[src/sv/tfsc_pkg.sv]
package tfsc_pkg;

  localparam int unsigned MV_W       = 12;
  localparam int unsigned OHM_W      = 16;
  localparam int unsigned DUTY_W     = 7;
  localparam int unsigned RATIO_W    = 16;
  localparam int unsigned FLAG_W     = 2;
  localparam int unsigned CFG_IDX_W  = 3;
  localparam int unsigned CFG_DATA_W = 16;

  // Shared restoring divider: the widest dividend is sample_mv * bias_ohms.
  localparam int unsigned NUM_W = MV_W + OHM_W;
  localparam int unsigned DEN_W = OHM_W;
  localparam int unsigned CNT_W = $clog2(NUM_W);
  localparam int unsigned MUL_W = 2 * OHM_W;

  localparam logic [OHM_W-1:0]   BIAS_RST     = 16'd10000;
  localparam logic [OHM_W-1:0]   ENABLE_RST   = 16'd5447;
  localparam logic [OHM_W-1:0]   OVERTEMP_RST = 16'd2985;
  localparam logic [MV_W-1:0]    MARGIN_RST   = 12'd50;
  localparam logic [MV_W-1:0]    POT_FULL_RST = 12'd1650;
  localparam logic [RATIO_W-1:0] RATIO_RST    = 16'd1;

  localparam logic [OHM_W-1:0]  RATIO_SCALE = 16'd1000;
  localparam logic [OHM_W-1:0]  PCT_SCALE   = 16'd100;
  localparam logic [DUTY_W-1:0] DUTY_FULL   = 7'd100;
  localparam logic [DUTY_W-1:0] DUTY_OFF    = 7'd0;

  typedef enum logic [CFG_IDX_W-1:0] {
    REG_FRONT_MODE = 3'd0,
    REG_BIAS       = 3'd1,
    REG_ENABLE     = 3'd2,
    REG_OVERTEMP   = 3'd3,
    REG_MARGIN     = 3'd4,
    REG_POT_FULL   = 3'd5
  } cfg_reg_e;

  typedef enum logic [1:0] {
    OP_RES   = 2'd0,
    OP_RATIO = 2'd1,
    OP_DUTY  = 2'd2,
    OP_POT   = 2'd3
  } div_op_e;

  typedef struct packed {
    logic    load;
    logic    start;
    div_op_e op;
    logic    step;
    logic    finish;
    logic    res_ot;
    logic    mark_ot;
    logic    duty_zero;
    logic    front_duty;
    logic    write;
  } cmd_t;

  typedef struct packed {
    logic front;
    logic front_direct;
    logic near;
    logic div_last;
    logic op_res;
    logic res_le_ot;
    logic ref_zero;
    logic duty_zero;
    logic out_free;
  } status_t;

endpackage

[src/sv/tfsc_ctrl.sv]
module tfsc_ctrl import tfsc_pkg::*; (
  input  logic    clk_i,
  input  logic    rst_ni,
  input  logic    in_valid_i,
  output logic    in_stall_o,
  input  status_t status_i,
  output cmd_t    cmd_o
);

  typedef enum logic [5:0] {
    ST_IDLE  = 6'b000001,
    ST_PLAN  = 6'b000010,
    ST_DIV   = 6'b000100,
    ST_FIN   = 6'b001000,
    ST_CLASS = 6'b010000,
    ST_WRITE = 6'b100000
  } state_e;

  state_e state_q, state_d;

  always_ff @(posedge clk_i or negedge rst_ni) begin
    if (!rst_ni) begin
      state_q <= ST_IDLE;
    end else begin
      state_q <= state_d;
    end
  end

  assign in_stall_o = (state_q != ST_IDLE);

  always_comb begin
    state_d = state_q;
    cmd_o   = '0;
    cmd_o.op = OP_RES;
    case (state_q)
      ST_IDLE: begin
        if (in_valid_i) begin
          cmd_o.load = 1'b1;
          state_d    = ST_PLAN;
        end
      end
      ST_PLAN: begin
        if (status_i.front) begin
          if (status_i.front_direct) begin
            cmd_o.front_duty = 1'b1;
            state_d          = ST_WRITE;
          end else begin
            cmd_o.start = 1'b1;
            cmd_o.op    = OP_POT;
            state_d     = ST_DIV;
          end
        end else if (status_i.near) begin
          // Reading too close to the reference: treat as overtemp resistance.
          cmd_o.res_ot = 1'b1;
          state_d      = ST_CLASS;
        end else begin
          cmd_o.start = 1'b1;
          cmd_o.op    = OP_RES;
          state_d     = ST_DIV;
        end
      end
      ST_DIV: begin
        cmd_o.step = 1'b1;
        if (status_i.div_last) begin
          state_d = ST_FIN;
        end
      end
      ST_FIN: begin
        cmd_o.finish = 1'b1;
        state_d      = status_i.op_res ? ST_CLASS : ST_WRITE;
      end
      ST_CLASS: begin
        if (status_i.res_le_ot) begin
          cmd_o.mark_ot = 1'b1;
          if (status_i.ref_zero) begin
            state_d = ST_WRITE;
          end else begin
            cmd_o.start = 1'b1;
            cmd_o.op    = OP_RATIO;
            state_d     = ST_DIV;
          end
        end else if (status_i.duty_zero) begin
          cmd_o.duty_zero = 1'b1;
          state_d         = ST_WRITE;
        end else begin
          cmd_o.start = 1'b1;
          cmd_o.op    = OP_DUTY;
          state_d     = ST_DIV;
        end
      end
      ST_WRITE: begin
        if (status_i.out_free) begin
          cmd_o.write = 1'b1;
          state_d     = ST_IDLE;
        end
      end
      default: begin
        state_d = ST_IDLE;
      end
    endcase
  end

endmodule

[src/sv/tfsc_dpath.sv]
module tfsc_dpath import tfsc_pkg::*; (
  input  logic                  clk_i,
  input  logic                  rst_ni,
  input  logic                  cfg_we_i,
  input  logic [CFG_IDX_W-1:0]  cfg_idx_i,
  input  logic [CFG_DATA_W-1:0] cfg_data_i,
  input  logic [MV_W-1:0]       ref_mv_i,
  input  logic [MV_W-1:0]       sample_mv_i,
  input  logic                  channel_i,
  input  logic                  period_end_i,
  input  cmd_t                  cmd_i,
  output status_t               status_o,
  input  logic                  out_stall_i,
  output logic                  out_valid_o,
  output logic [DUTY_W-1:0]     duty_percent_o,
  output logic                  fan_channel_o,
  output logic                  over_temp_o,
  output logic                  fault_send_o,
  output logic [FLAG_W-1:0]     fault_flags_o,
  output logic [RATIO_W-1:0]    enclosure_ratio_o,
  output logic [RATIO_W-1:0]    dcdc_ratio_o
);

  // Configuration registers.
  logic             front_q;
  logic [OHM_W-1:0] bias_q, enable_q, ot_ohm_q;
  logic [MV_W-1:0]  margin_q, pot_q;

  // Captured item and working registers.
  logic [MV_W-1:0]    ref_q, smp_q;
  logic               ch_q, pend_q;
  logic [NUM_W-1:0]   res_q, num_q;
  logic [DEN_W-1:0]   rem_q, den_q;
  logic [CNT_W-1:0]   cnt_q;
  div_op_e            op_q;
  logic [DUTY_W-1:0]  duty_q;
  logic [RATIO_W-1:0] ratio_q;
  logic               ot_flag_q, upd_q;

  // Period state and output register.
  logic [FLAG_W-1:0]  flags_q;
  logic [RATIO_W-1:0] encl_q, dcdc_q;
  logic               out_valid_q;

  logic [MV_W:0]      diff;
  logic [MV_W:0]      pot_lim;
  logic [DUTY_W-1:0]  front_duty_val;
  logic [OHM_W-1:0]   mul_a, mul_b;
  logic [MUL_W-1:0]   prod;
  logic [DEN_W-1:0]   den_sel;
  logic [DEN_W:0]     shifted, trial;
  logic               ge;
  logic [FLAG_W-1:0]  flags_new, ch_bit;

  always_ff @(posedge clk_i or negedge rst_ni) begin
    if (!rst_ni) begin
      front_q  <= 1'b0;
      bias_q   <= BIAS_RST;
      enable_q <= ENABLE_RST;
      ot_ohm_q <= OVERTEMP_RST;
      margin_q <= MARGIN_RST;
      pot_q    <= POT_FULL_RST;
    end else if (cfg_we_i) begin
      case (cfg_idx_i)
        REG_FRONT_MODE: front_q  <= cfg_data_i[0];
        REG_BIAS:       bias_q   <= cfg_data_i;
        REG_ENABLE:     enable_q <= cfg_data_i;
        REG_OVERTEMP:   ot_ohm_q <= cfg_data_i;
        REG_MARGIN:     margin_q <= cfg_data_i[MV_W-1:0];
        REG_POT_FULL:   pot_q    <= cfg_data_i[MV_W-1:0];
        default: ;
      endcase
    end
  end

  assign diff    = {1'b0, ref_q} - {1'b0, smp_q};
  assign pot_lim = {1'b0, pot_q} + {1'b0, margin_q};

  always_comb begin
    if (ref_q == '0) begin
      front_duty_val = DUTY_FULL;
    end else if (smp_q == '0 || {1'b0, smp_q} > pot_lim) begin
      front_duty_val = DUTY_OFF;
    end else begin
      front_duty_val = DUTY_FULL;
    end
  end

  // One multiplier forms the dividend for whichever quotient is started.
  always_comb begin
    case (cmd_i.op)
      OP_RES: begin
        mul_a   = OHM_W'(smp_q);
        mul_b   = bias_q;
        den_sel = DEN_W'(diff[MV_W-1:0]);
      end
      OP_RATIO: begin
        mul_a   = OHM_W'(smp_q);
        mul_b   = RATIO_SCALE;
        den_sel = DEN_W'(ref_q);
      end
      OP_DUTY: begin
        mul_a   = enable_q - res_q[OHM_W-1:0];
        mul_b   = PCT_SCALE;
        den_sel = enable_q - ot_ohm_q;
      end
      OP_POT: begin
        mul_a   = OHM_W'(smp_q);
        mul_b   = PCT_SCALE;
        den_sel = DEN_W'(pot_q);
      end
      default: begin
        mul_a   = '0;
        mul_b   = '0;
        den_sel = '0;
      end
    endcase
  end

  assign prod = mul_a * mul_b;

  assign shifted = {rem_q, num_q[NUM_W-1]};
  assign ge      = (shifted >= {1'b0, den_q});
  assign trial   = shifted - {1'b0, den_q};

  assign ch_bit    = ch_q ? FLAG_W'(2) : FLAG_W'(1);
  assign flags_new = flags_q | (ot_flag_q ? ch_bit : '0);

  always_ff @(posedge clk_i) begin
    if (cmd_i.load) begin
      ref_q     <= ref_mv_i;
      smp_q     <= sample_mv_i;
      ch_q      <= channel_i;
      pend_q    <= period_end_i;
      ot_flag_q <= 1'b0;
      upd_q     <= 1'b0;
    end
    if (cmd_i.start) begin
      op_q  <= cmd_i.op;
      num_q <= prod[NUM_W-1:0];
      den_q <= den_sel;
      rem_q <= '0;
      cnt_q <= CNT_W'(NUM_W - 1);
    end
    if (cmd_i.step) begin
      rem_q <= ge ? trial[DEN_W-1:0] : shifted[DEN_W-1:0];
      num_q <= {num_q[NUM_W-2:0], ge};
      cnt_q <= cnt_q - CNT_W'(1);
    end
    if (cmd_i.finish) begin
      case (op_q)
        OP_RES: res_q <= num_q;
        OP_RATIO: begin
          ratio_q <= (num_q > NUM_W'({RATIO_W{1'b1}})) ? '1 : num_q[RATIO_W-1:0];
        end
        OP_DUTY, OP_POT: begin
          duty_q <= (num_q > NUM_W'(DUTY_FULL)) ? DUTY_FULL : num_q[DUTY_W-1:0];
        end
        default: ;
      endcase
    end
    if (cmd_i.res_ot) begin
      res_q <= NUM_W'(ot_ohm_q);
    end
    if (cmd_i.mark_ot) begin
      ot_flag_q <= 1'b1;
      upd_q     <= 1'b1;
      duty_q    <= DUTY_FULL;
      ratio_q   <= '0;
    end
    if (cmd_i.duty_zero) begin
      duty_q <= DUTY_OFF;
    end
    if (cmd_i.front_duty) begin
      duty_q <= front_duty_val;
    end
    if (cmd_i.write) begin
      duty_percent_o <= duty_q;
      fan_channel_o  <= ch_q;
      over_temp_o    <= ot_flag_q;
      fault_send_o   <= pend_q && (flags_new != '0);
      fault_flags_o  <= flags_new;
      enclosure_ratio_o <= (upd_q && !ch_q) ? ratio_q : encl_q;
      dcdc_ratio_o      <= (upd_q && ch_q) ? ratio_q : dcdc_q;
    end
  end

  always_ff @(posedge clk_i or negedge rst_ni) begin
    if (!rst_ni) begin
      flags_q     <= '0;
      encl_q      <= RATIO_RST;
      dcdc_q      <= RATIO_RST;
      out_valid_q <= 1'b0;
    end else begin
      if (cmd_i.write) begin
        flags_q     <= pend_q ? '0 : flags_new;
        out_valid_q <= 1'b1;
        if (upd_q && !ch_q) begin
          encl_q <= ratio_q;
        end
        if (upd_q && ch_q) begin
          dcdc_q <= ratio_q;
        end
      end else if (!out_stall_i) begin
        out_valid_q <= 1'b0;
      end
    end
  end

  assign out_valid_o = out_valid_q;

  always_comb begin
    status_o.front        = front_q;
    status_o.front_direct = (ref_q == '0) || (smp_q == '0) ||
                            ({1'b0, smp_q} > pot_lim) || (pot_q == '0);
    status_o.near         = diff[MV_W] || (diff[MV_W-1:0] < margin_q) ||
                            (diff[MV_W-1:0] == '0);
    status_o.div_last     = (cnt_q == '0);
    status_o.op_res       = (op_q == OP_RES);
    status_o.res_le_ot    = (res_q <= NUM_W'(ot_ohm_q));
    status_o.ref_zero     = (ref_q == '0);
    status_o.duty_zero    = (enable_q <= ot_ohm_q) || (res_q >= NUM_W'(enable_q));
    status_o.out_free     = !out_valid_q || !out_stall_i;
  end

endmodule

[src/sv/thermistor_fan_speed_control.sv]
// One transaction is handled at a time: in_stall_o stays high until the result is written. An item
// needs no quotient, one, or two (thermistor resistance, then duty or ratio); each is formed by
// the shared 28-step restoring divider, one quotient bit per cycle.
// Reset (rst_ni, asynchronous, active low) loads the register defaults, clears the period
// flags, sets both stored ratios to one and empties the output register.
module thermistor_fan_speed_control import tfsc_pkg::*; (
  input  logic                  clk_i,
  input  logic                  rst_ni,
  input  logic                  cfg_we_i,
  input  logic [CFG_IDX_W-1:0]  cfg_idx_i,
  input  logic [CFG_DATA_W-1:0] cfg_data_i,
  input  logic                  in_valid_i,
  output logic                  in_stall_o,
  input  logic [MV_W-1:0]       ref_mv_i,
  input  logic [MV_W-1:0]       sample_mv_i,
  input  logic                  channel_i,
  input  logic                  period_end_i,
  output logic                  out_valid_o,
  input  logic                  out_stall_i,
  output logic [DUTY_W-1:0]     duty_percent_o,
  output logic                  fan_channel_o,
  output logic                  over_temp_o,
  output logic                  fault_send_o,
  output logic [FLAG_W-1:0]     fault_flags_o,
  output logic [RATIO_W-1:0]    enclosure_ratio_o,
  output logic [RATIO_W-1:0]    dcdc_ratio_o
);

  cmd_t    cmd;
  status_t status;

  tfsc_ctrl u_ctrl (
    .clk_i      (clk_i),
    .rst_ni     (rst_ni),
    .in_valid_i (in_valid_i),
    .in_stall_o (in_stall_o),
    .status_i   (status),
    .cmd_o      (cmd)
  );

  tfsc_dpath u_dpath (
    .clk_i             (clk_i),
    .rst_ni            (rst_ni),
    .cfg_we_i          (cfg_we_i),
    .cfg_idx_i         (cfg_idx_i),
    .cfg_data_i        (cfg_data_i),
    .ref_mv_i          (ref_mv_i),
    .sample_mv_i       (sample_mv_i),
    .channel_i         (channel_i),
    .period_end_i      (period_end_i),
    .cmd_i             (cmd),
    .status_o          (status),
    .out_stall_i       (out_stall_i),
    .out_valid_o       (out_valid_o),
    .duty_percent_o    (duty_percent_o),
    .fan_channel_o     (fan_channel_o),
    .over_temp_o       (over_temp_o),
    .fault_send_o      (fault_send_o),
    .fault_flags_o     (fault_flags_o),
    .enclosure_ratio_o (enclosure_ratio_o),
    .dcdc_ratio_o      (dcdc_ratio_o)
  );

endmodule
[config.mk]
export PLATFORM = sky130hd
export DESIGN_NAME = thermistor_fan_speed_control
export DESIGN_NICKNAME = d
export VERILOG_FILES = /design/src/sv/tfsc_pkg.sv /design/src/sv/tfsc_ctrl.sv /design/src/sv/tfsc_dpath.sv /design/src/sv/thermistor_fan_speed_control.sv
export SDC_FILE = /design/constraint.sdc
export NUM_CORES = 1
export LEC_CHECK = 0
export BUFFER_PORTS_ARGS = -buffer_cell sky130_fd_sc_hd__clkbuf_2
export CAP_MARGIN = 20
export CORE_AREA = 3 3 252 205
export DETAILED_ROUTE_END_ITERATION = 8
export DIE_AREA = 0 0 255 208
export GPL_TIMING_DRIVEN = 0
export PLACE_DENSITY = 0.63
export RECOVER_POWER = 25
export SYNTH_ARGS = -nofsm -noshare
export SYNTH_HDL_FRONTEND = slang
export SYNTH_SLANG_ARGS = --single-unit
[constraint.sdc]
create_clock -name clk_i -period 14.4 [get_ports clk_i]
set_input_delay 2.88 -clock clk_i [delete_from_list [all_inputs] [get_ports clk_i]]
set_output_delay 2.88 -clock clk_i [all_outputs]
set_load 0.01 [all_outputs]
==> After elaboration in Yosys (flattened, before gate mapping) <==
Cells that the tools add are included.
{ "totals": {"elab_cells": 175, "register_bits": 303, "out_inout_bits": 46, "input_bits": 50} }
{ "classes": {"order_cmp": 8, "mux": 63, "reduce_logical": 42, "bitwise": 1, "n_mul": 1, "add_sub_neg": 6, "eq_ne": 22} }
{ "op_table": {"columns": ["op", "count"], "rows": [
  ["$mux W16", 9],
  ["$pmux W16 S4", 1],
  ["$mux W28", 2],
  ["$mux W7", 8],
  ["$mux W6", 9],
  ["$logic_not A12 Y1", 4],
  ["$pmux W16 S3", 1],
  ["$sub A16 B16 Y16", 3],
  ["$pmux W6 S6", 1],
  ["$pmux W16 S2", 1],
  ["$ge A28 B16 Y1", 1],
  ["$gt A28 B16 Y1 const B", 1],
  ["$gt A28 B7 Y1 const B", 1],
  ["$le A28 B16 Y1", 1],
  ["$mul A16 B16 Y28", 1],
  ["$reduce_and A2 Y1", 10],
  ["$mux W3", 6],
  ["$ge A17 B16 Y1", 1],
  ["$mux W1", 17],
  ["$le A16 B16 Y1", 1],
  ["$mux W5", 3],
  ["$add A12 B12 Y13", 1],
  ["$gt A12 B13 Y1", 1],
  ["$sub A12 B12 Y13", 1],
  ["other kinds (30)", 58]
]} }

==> Depth between registers and ports, before layout <==
{ "logic_depth": {"depth_word": 13, "mapped_depth": 41, "ltp_nobuf": 40} }

==> Hierarchy <==
From an unflattened synthesis, not the netlist that was laid out.
{ "hier_totals": {"cells_unflattened": 2492, "area_unflattened_um2": 24867.6} }
{ "modules_own_cells": {"columns": ["module", "n_inst", "seq_area_each_um2", "area_per_inst_um2", "cells_per_inst"], "rows": [
  ["tfsc_dpath", 1, 8125.3, 24418.4, 2437],
  ["tfsc_ctrl", 1, 151.4, 449.2, 55]
]} }

==> Least setup slack after synthesis <==
No wires, ideal clock.
{ "synth_path": {"kind": "reg-to-reg", "startpoint": "reg u_dpath.pot_q[1]", "endpoint": "reg u_dpath.num_q[19], data pin", "path_buffers": 2, "slack_ps": 5085, "setup_time_ps": 268, "t_required_ps": 14132, "arrival_time_ps": 9047, "stages_incl_launch_ff": 39, "synth_period_minus_slack_ps": 9315, "path_cell_list": "dfstp_2 -> ha_1 -> a21o_1 -> a21oi_1 -> o21bai_1 -> a21oi_1 -> o21bai_1 -> a41o_1 -> o41ai_1 -> xor2_1 -> ha_1 -> a21oi_1 -> o21ai_0 -> o311a_1 -> o22ai_1 -> a21oi_1 -> clkbuf_1 -> nand3_1 -> [3 not listed] -> inv_1 -> fa_1 -> fa_1 -> fa_1 -> inv_1 -> fa_1 -> inv_1 -> fa_1 -> inv_1 -> ha_1 -> a21o_1 -> or3_1 -> o21a_1 -> a41o_1 -> a31o_2 -> a21oi_1 -> xor2_1 -> o21ai_0"} }
{ "synth_via": {"elab_chain_cells": 13, "elab_cells_between_ends": 19, "classes_between": "add/sub (1); mul (1); order compare (1); eq/ne (3); mux (7); reduce/logical (6)"} }
{ "synth_rtl": {"columns": ["item", "line_no", "rtl"], "rows": [
  ["start: declaration", "tfsc_dpath.sv:27", "logic [MV_W-1:0] margin_q, pot_q;"],
  ["start signal: assignment", "tfsc_dpath.sv:70", "REG_POT_FULL: pot_q <= cfg_data_i[MV_W-1:0];"],
  ["$add A12 B12 Y13", "tfsc_dpath.sv:77", "assign pot_lim = {1'b0, pot_q} + {1'b0, margin_q};"],
  ["$gt A12 B13 Y1", "tfsc_dpath.sv:215", "({1'b0, smp_q} > pot_lim) || (pot_q == '0);"],
  ["$logic_or A1 B1 Y1", "tfsc_dpath.sv:214", "status_o.front_direct = (ref_q == '0) || (smp_q == '0) ||"],
  ["$logic_or A1 B1 Y1 (*)", "tfsc_dpath.sv:215", null],
  ["$mux W3 (*)", "tfsc_ctrl.sv:44", "if (status_i.front_direct) begin"],
  ["$mux W3 (*)", "tfsc_ctrl.sv:43", "if (status_i.front) begin"],
  ["$pmux W3 S2 (*)", "tfsc_ctrl.sv:35", "case (state_q)"],
  ["$eq A2 B1 Y1 (tied with other cells)", "tfsc_dpath.sv:91", "case (cmd_i.op)"],
  ["$reduce_or A3 Y1 (no line) / $reduce_or A2 Y1 (equally long branches)", null, null],
  ["$pmux W16 S2 / $pmux W16 S3 (equally long branches)", "tfsc_dpath.sv:91", null],
  ["$mul A16 B16 Y28 (*)", "tfsc_dpath.sv:120", "assign prod = mul_a * mul_b;"],
  ["$mux W28 (*)", "tfsc_dpath.sv:138", "if (cmd_i.start) begin"],
  ["$mux W28 (*)", "tfsc_dpath.sv:145", "if (cmd_i.step) begin"],
  ["end signal: assignment", "tfsc_dpath.sv:140", "num_q <= prod[NUM_W-1:0];"],
  ["end signal: assignment", "tfsc_dpath.sv:147", "num_q <= {num_q[NUM_W-2:0], ge};"],
  ["end: declaration", "tfsc_dpath.sv:32", "logic [NUM_W-1:0] res_q, num_q;"]
]} }
Every way passes the cells marked *; elsewhere a longest branch is shown, timed or not. The select of a mux whose other input is x is not followed.
A chain may end at the register's enable or synchronous reset.

==> Final worst setup path <==
{ "layout_path": {"startpoint": "reg u_dpath.pot_q[1]", "endpoint": "reg u_dpath.num_q[23], data pin"} }
Same word-level chain as after synthesis.

==> out/results.tsv <==
stage	metric	value	unit
clocking	Post-CTS Hold Fix Bufs	0	
grt	initial antenna violation count	1	
detailed_routing	total routed wirelength	71800	um
synthesis	Async SR Flop Fraction	37.6	%
sta	Clock Skews	0.0154	ns
worst_setup_path	worst path required time	14.81	ns
finish	nets	3072	
worst_setup_path	reg-to-reg slack, setup	3.20	ns
worst_setup_path	CP delay by family, top	compound AO/OA/AOI/OAI gates	
sta	setup TNS	0	ns
clocking	# Post-CTS Setup Buffers	0	
run	max cap viols	3	
clocking	CTS resizes	0	
worst_setup_path	critical path class	reg2reg	
clocking	Inserted Clock Buffers	36	
worst_setup_path	reg2reg end	u_dpath.num_q[23]$_DFFE_PP_	
worst_setup_path	length in cells of the worst reg-to-reg path	38	
grt	grt ovf	0	
grt	GRT Total Usage	27.7	%
finish	layout cells sized above 1	11.8	%
sta	Slew Limit Fails	126	
finish	Ant. Diodes	0	
floorplan	Die Span X	255	um
outcome	outcome	finished, violations left	
synthesis	warning count from the yosys run	0	
floorplan	num ports	96	
min_path	Hold Crit Start	u_dpath.duty_q[1]$_SDFFCE_PP0P_	
floorplan	die footprint	0.0530	mm^2
detailed_routing	Final ANT Viol Nets	0	
synthesis	Most used DFF post-synth	edfxtp_1	
clocking	clock root cell	clkbuf_16	
placement	port bufs	95	
synthesis	Syn Inst Count	2437	
sta	part of the cycle the worst path needs	77.8	%
clocking	clk_lat worst skew	0.55	ns
grt	global-route wire length before repair	112000	um
finish	area growth from synthesis to final layout	11.1	%
grt	largest net degree at the start of global routing	62	
clocking	H-tree depth	2	
outcome	failing checks	max-capacitance violations, max-slew violations	
synthesis	Synth area leaders	edfxtp_1, fa_1, ha_1	
grt	vias in the first global route	19300	
placement	Placer Congestion	0.963	
sta	minimum clock period	11.20	ns
placement	DP HPWL	58400	um
synthesis	post-synthesis sequential area ratio	33.7	%
min_path	Worst Hold End	u_dpath.duty_percent_o[1]$_DFFE_PP_	
clocking	CTS sink cnt	303	
synthesis	Yosys reg bits	303	
worst_setup_path	Critical-path top delay cell	dfstp_2	
synthesis	synthesized area per cell	10.1	um^2
sta	Final Hold Fails	0	
worst_setup_path	Bufs and invs on worst path	6	
synthesis	most frequent cell after synthesis	inv_1	
clocking	CTS tree	built	
worst_setup_path	Max FO, Critical Path	10	
synthesis	top-area cell type share of the netlist area	19.6	%
detailed_routing	# DRC	0	
sta	slew margin rel.	-143	%
sta	Worst Max-Slew Pin Slew	3.65	ns
clocking	Clk pin slew, worst setup/hold paths	0.06	ns
worst_setup_path	CP Capture Type	flop	
worst_setup_path	Critical R2R Launch	u_dpath.pot_q[1]$_DFFE_PN1P_	
sta	Max Fclk	89.3	MHz
min_path	Min-Delay Path Class	reg2reg	
floorplan	row count	73	
worst_setup_path	CP arrival	11.62	ns
floorplan	Initial Utilization	49.8	%
detailed_routing	DRC marker count from the first detailed-route iteration	1462	
synthesis	cell taking the most area after synthesis	edfxtp_1	
worst_setup_path	largest stage delay on the critical path	0.61	ns
detailed_routing	Via density	5.71	
floorplan	Die Span Y	208	um
synthesis	Yosys cell types	75	
sta	final setup violating endpoints	0	
worst_setup_path	Top cell by count, worst path	fa_1	
clocking	Clock Path Buffers	3	
detailed_routing	WL/cell	21.9	um
synthesis	synth cell count leaders	inv_1, nor2_1, ha_1	
min_path	WHS Path Cells	0	
synthesis	cell area after synthesis	0.0245	mm^2
sta	RSZ-0062 raised after global routing	no	
detailed_routing	via count	18800	
floorplan	core area	0.0493	mm^2
detailed_routing	iteration count of the initial detailed-routing pass	6	
worst_setup_path	Startpoint Class	flop	
synthesis	Post-synth EDFFs	160	
-- stage by stage --
stage	hold slack (ns)	instance area (um^2)	cells	util, %	setup slack, ns
finish	0.421	27300	3282	55.3	3.20
global placement	0.409	26000	3209	52.6	3.51
floorplan	0.400	24700	2477	-	5.08
CTS	0.426	27300	3281	55.4	3.35
global route	0.441	27300	3282	55.3	2.74
detailed placement	0.411	26100	3216	52.9	3.35
-- cells by family after synthesis --
logic type	share of synthesized area (%)
compound gates	10.3
xor+xnor	2.85
fa+ha+maj	26.5
buf+inv	6.44
flops	33.7
mux	7.30
other cells	0.0306
simple gates	12.8
-- sequential cells by signal (all words and copies together) (netlist names), 5 cells and up --
name / count
u_dpath.res_q: 28
u_dpath.den_q: 16
u_ctrl.state_q: 6
u_dpath.ref_q: 12
u_dpath.cnt_q: 5
u_dpath.dcdc_ratio_o: 16
u_dpath.num_q: 28
u_dpath.margin_q: 12
u_dpath.smp_q: 12
u_dpath.enable_q: 16
u_dpath.enclosure_ratio_o: 16
u_dpath.dcdc_q: 16
u_dpath.duty_q: 7
u_dpath.bias_q: 16
u_dpath.duty_percent_o: 7
u_dpath.encl_q: 16
u_dpath.rem_q: 16
u_dpath.ratio_q: 16
u_dpath.ot_ohm_q: 16
u_dpath.pot_q: 12
-- layer usage --
metal	wire length, um	part of all wire (%)	vias to the layer above	GRT usage [%]
met5	16	0.022	-	0
met1	32000	45	9342	39.4
met4	2620	3.7	2	9.57
met3	5560	7.8	130	5.60
met2	31600	44	651	42.3
li1	-	-	8625	-
-- how the worst max path moves through the flow --
| stage | startpoint | depth (start not counted) | end |
|---|---|---|---|
| floorplan | u_dpath.pot_q[1]$_DFFE_PN1P_ | 38 | u_dpath.num_q[19]$_DFFE_PP_ |
| global placement | u_dpath.pot_q[1]$_DFFE_PN1P_ | 38 | u_dpath.num_q[19]$_DFFE_PP_ |
| detailed placement | u_dpath.pot_q[1]$_DFFE_PN1P_ | 38 | u_dpath.num_q[19]$_DFFE_PP_ |
| CTS | u_dpath.pot_q[1]$_DFFE_PN1P_ | 38 | u_dpath.num_q[19]$_DFFE_PP_ |
| global route | u_dpath.pot_q[1]$_DFFE_PN1P_ | 38 | u_dpath.num_q[23]$_DFFE_PP_ |
| finish | u_dpath.pot_q[1]$_DFFE_PN1P_ | 38 | u_dpath.num_q[23]$_DFFE_PP_ |
-- worst register-to-register path: cells and delay by family (launching register included) --
kind	cells	cell delay, ns
xor+xnor	1	0.21
buf+inv	6	1.10
fa+ha+maj	9	3.96
flops	1	0.61
compound gates	18	4.42
simple gates	4	0.79
-- final cells by class --
cell class | count | area (um^2)
buffer | 73 | 310
clock buffer | 43 | 947
clock inverter | 22 | 274
fill | 4423 | 22100
inverter | 339 | 1270
multi-input combinational | 1762 | 14800
sequential | 303 | 8280
tap | 637 | 797
timing repair buffer | 103 | 547
-- cell usage in the layout, fill, tap and decap left out, types with 87 or more instances in the layout --
cell | Yosys | final
ha_1 | 210 | 210
mux2_2 | 115 | 91
nor2_1 | 242 | 241
clkbuf_2 | 0 | 88
inv_1 | 339 | 339
o21ai_0 | 87 | 87
edfxtp_1 | 160 | 160
fa_1 | 194 | 194
a21oi_1 | 113 | 113
nand2_1 | 198 | 198
Power is not shown: default switching activity piles up to over one toggle a cycle in this logic, so the estimate is an artifact.
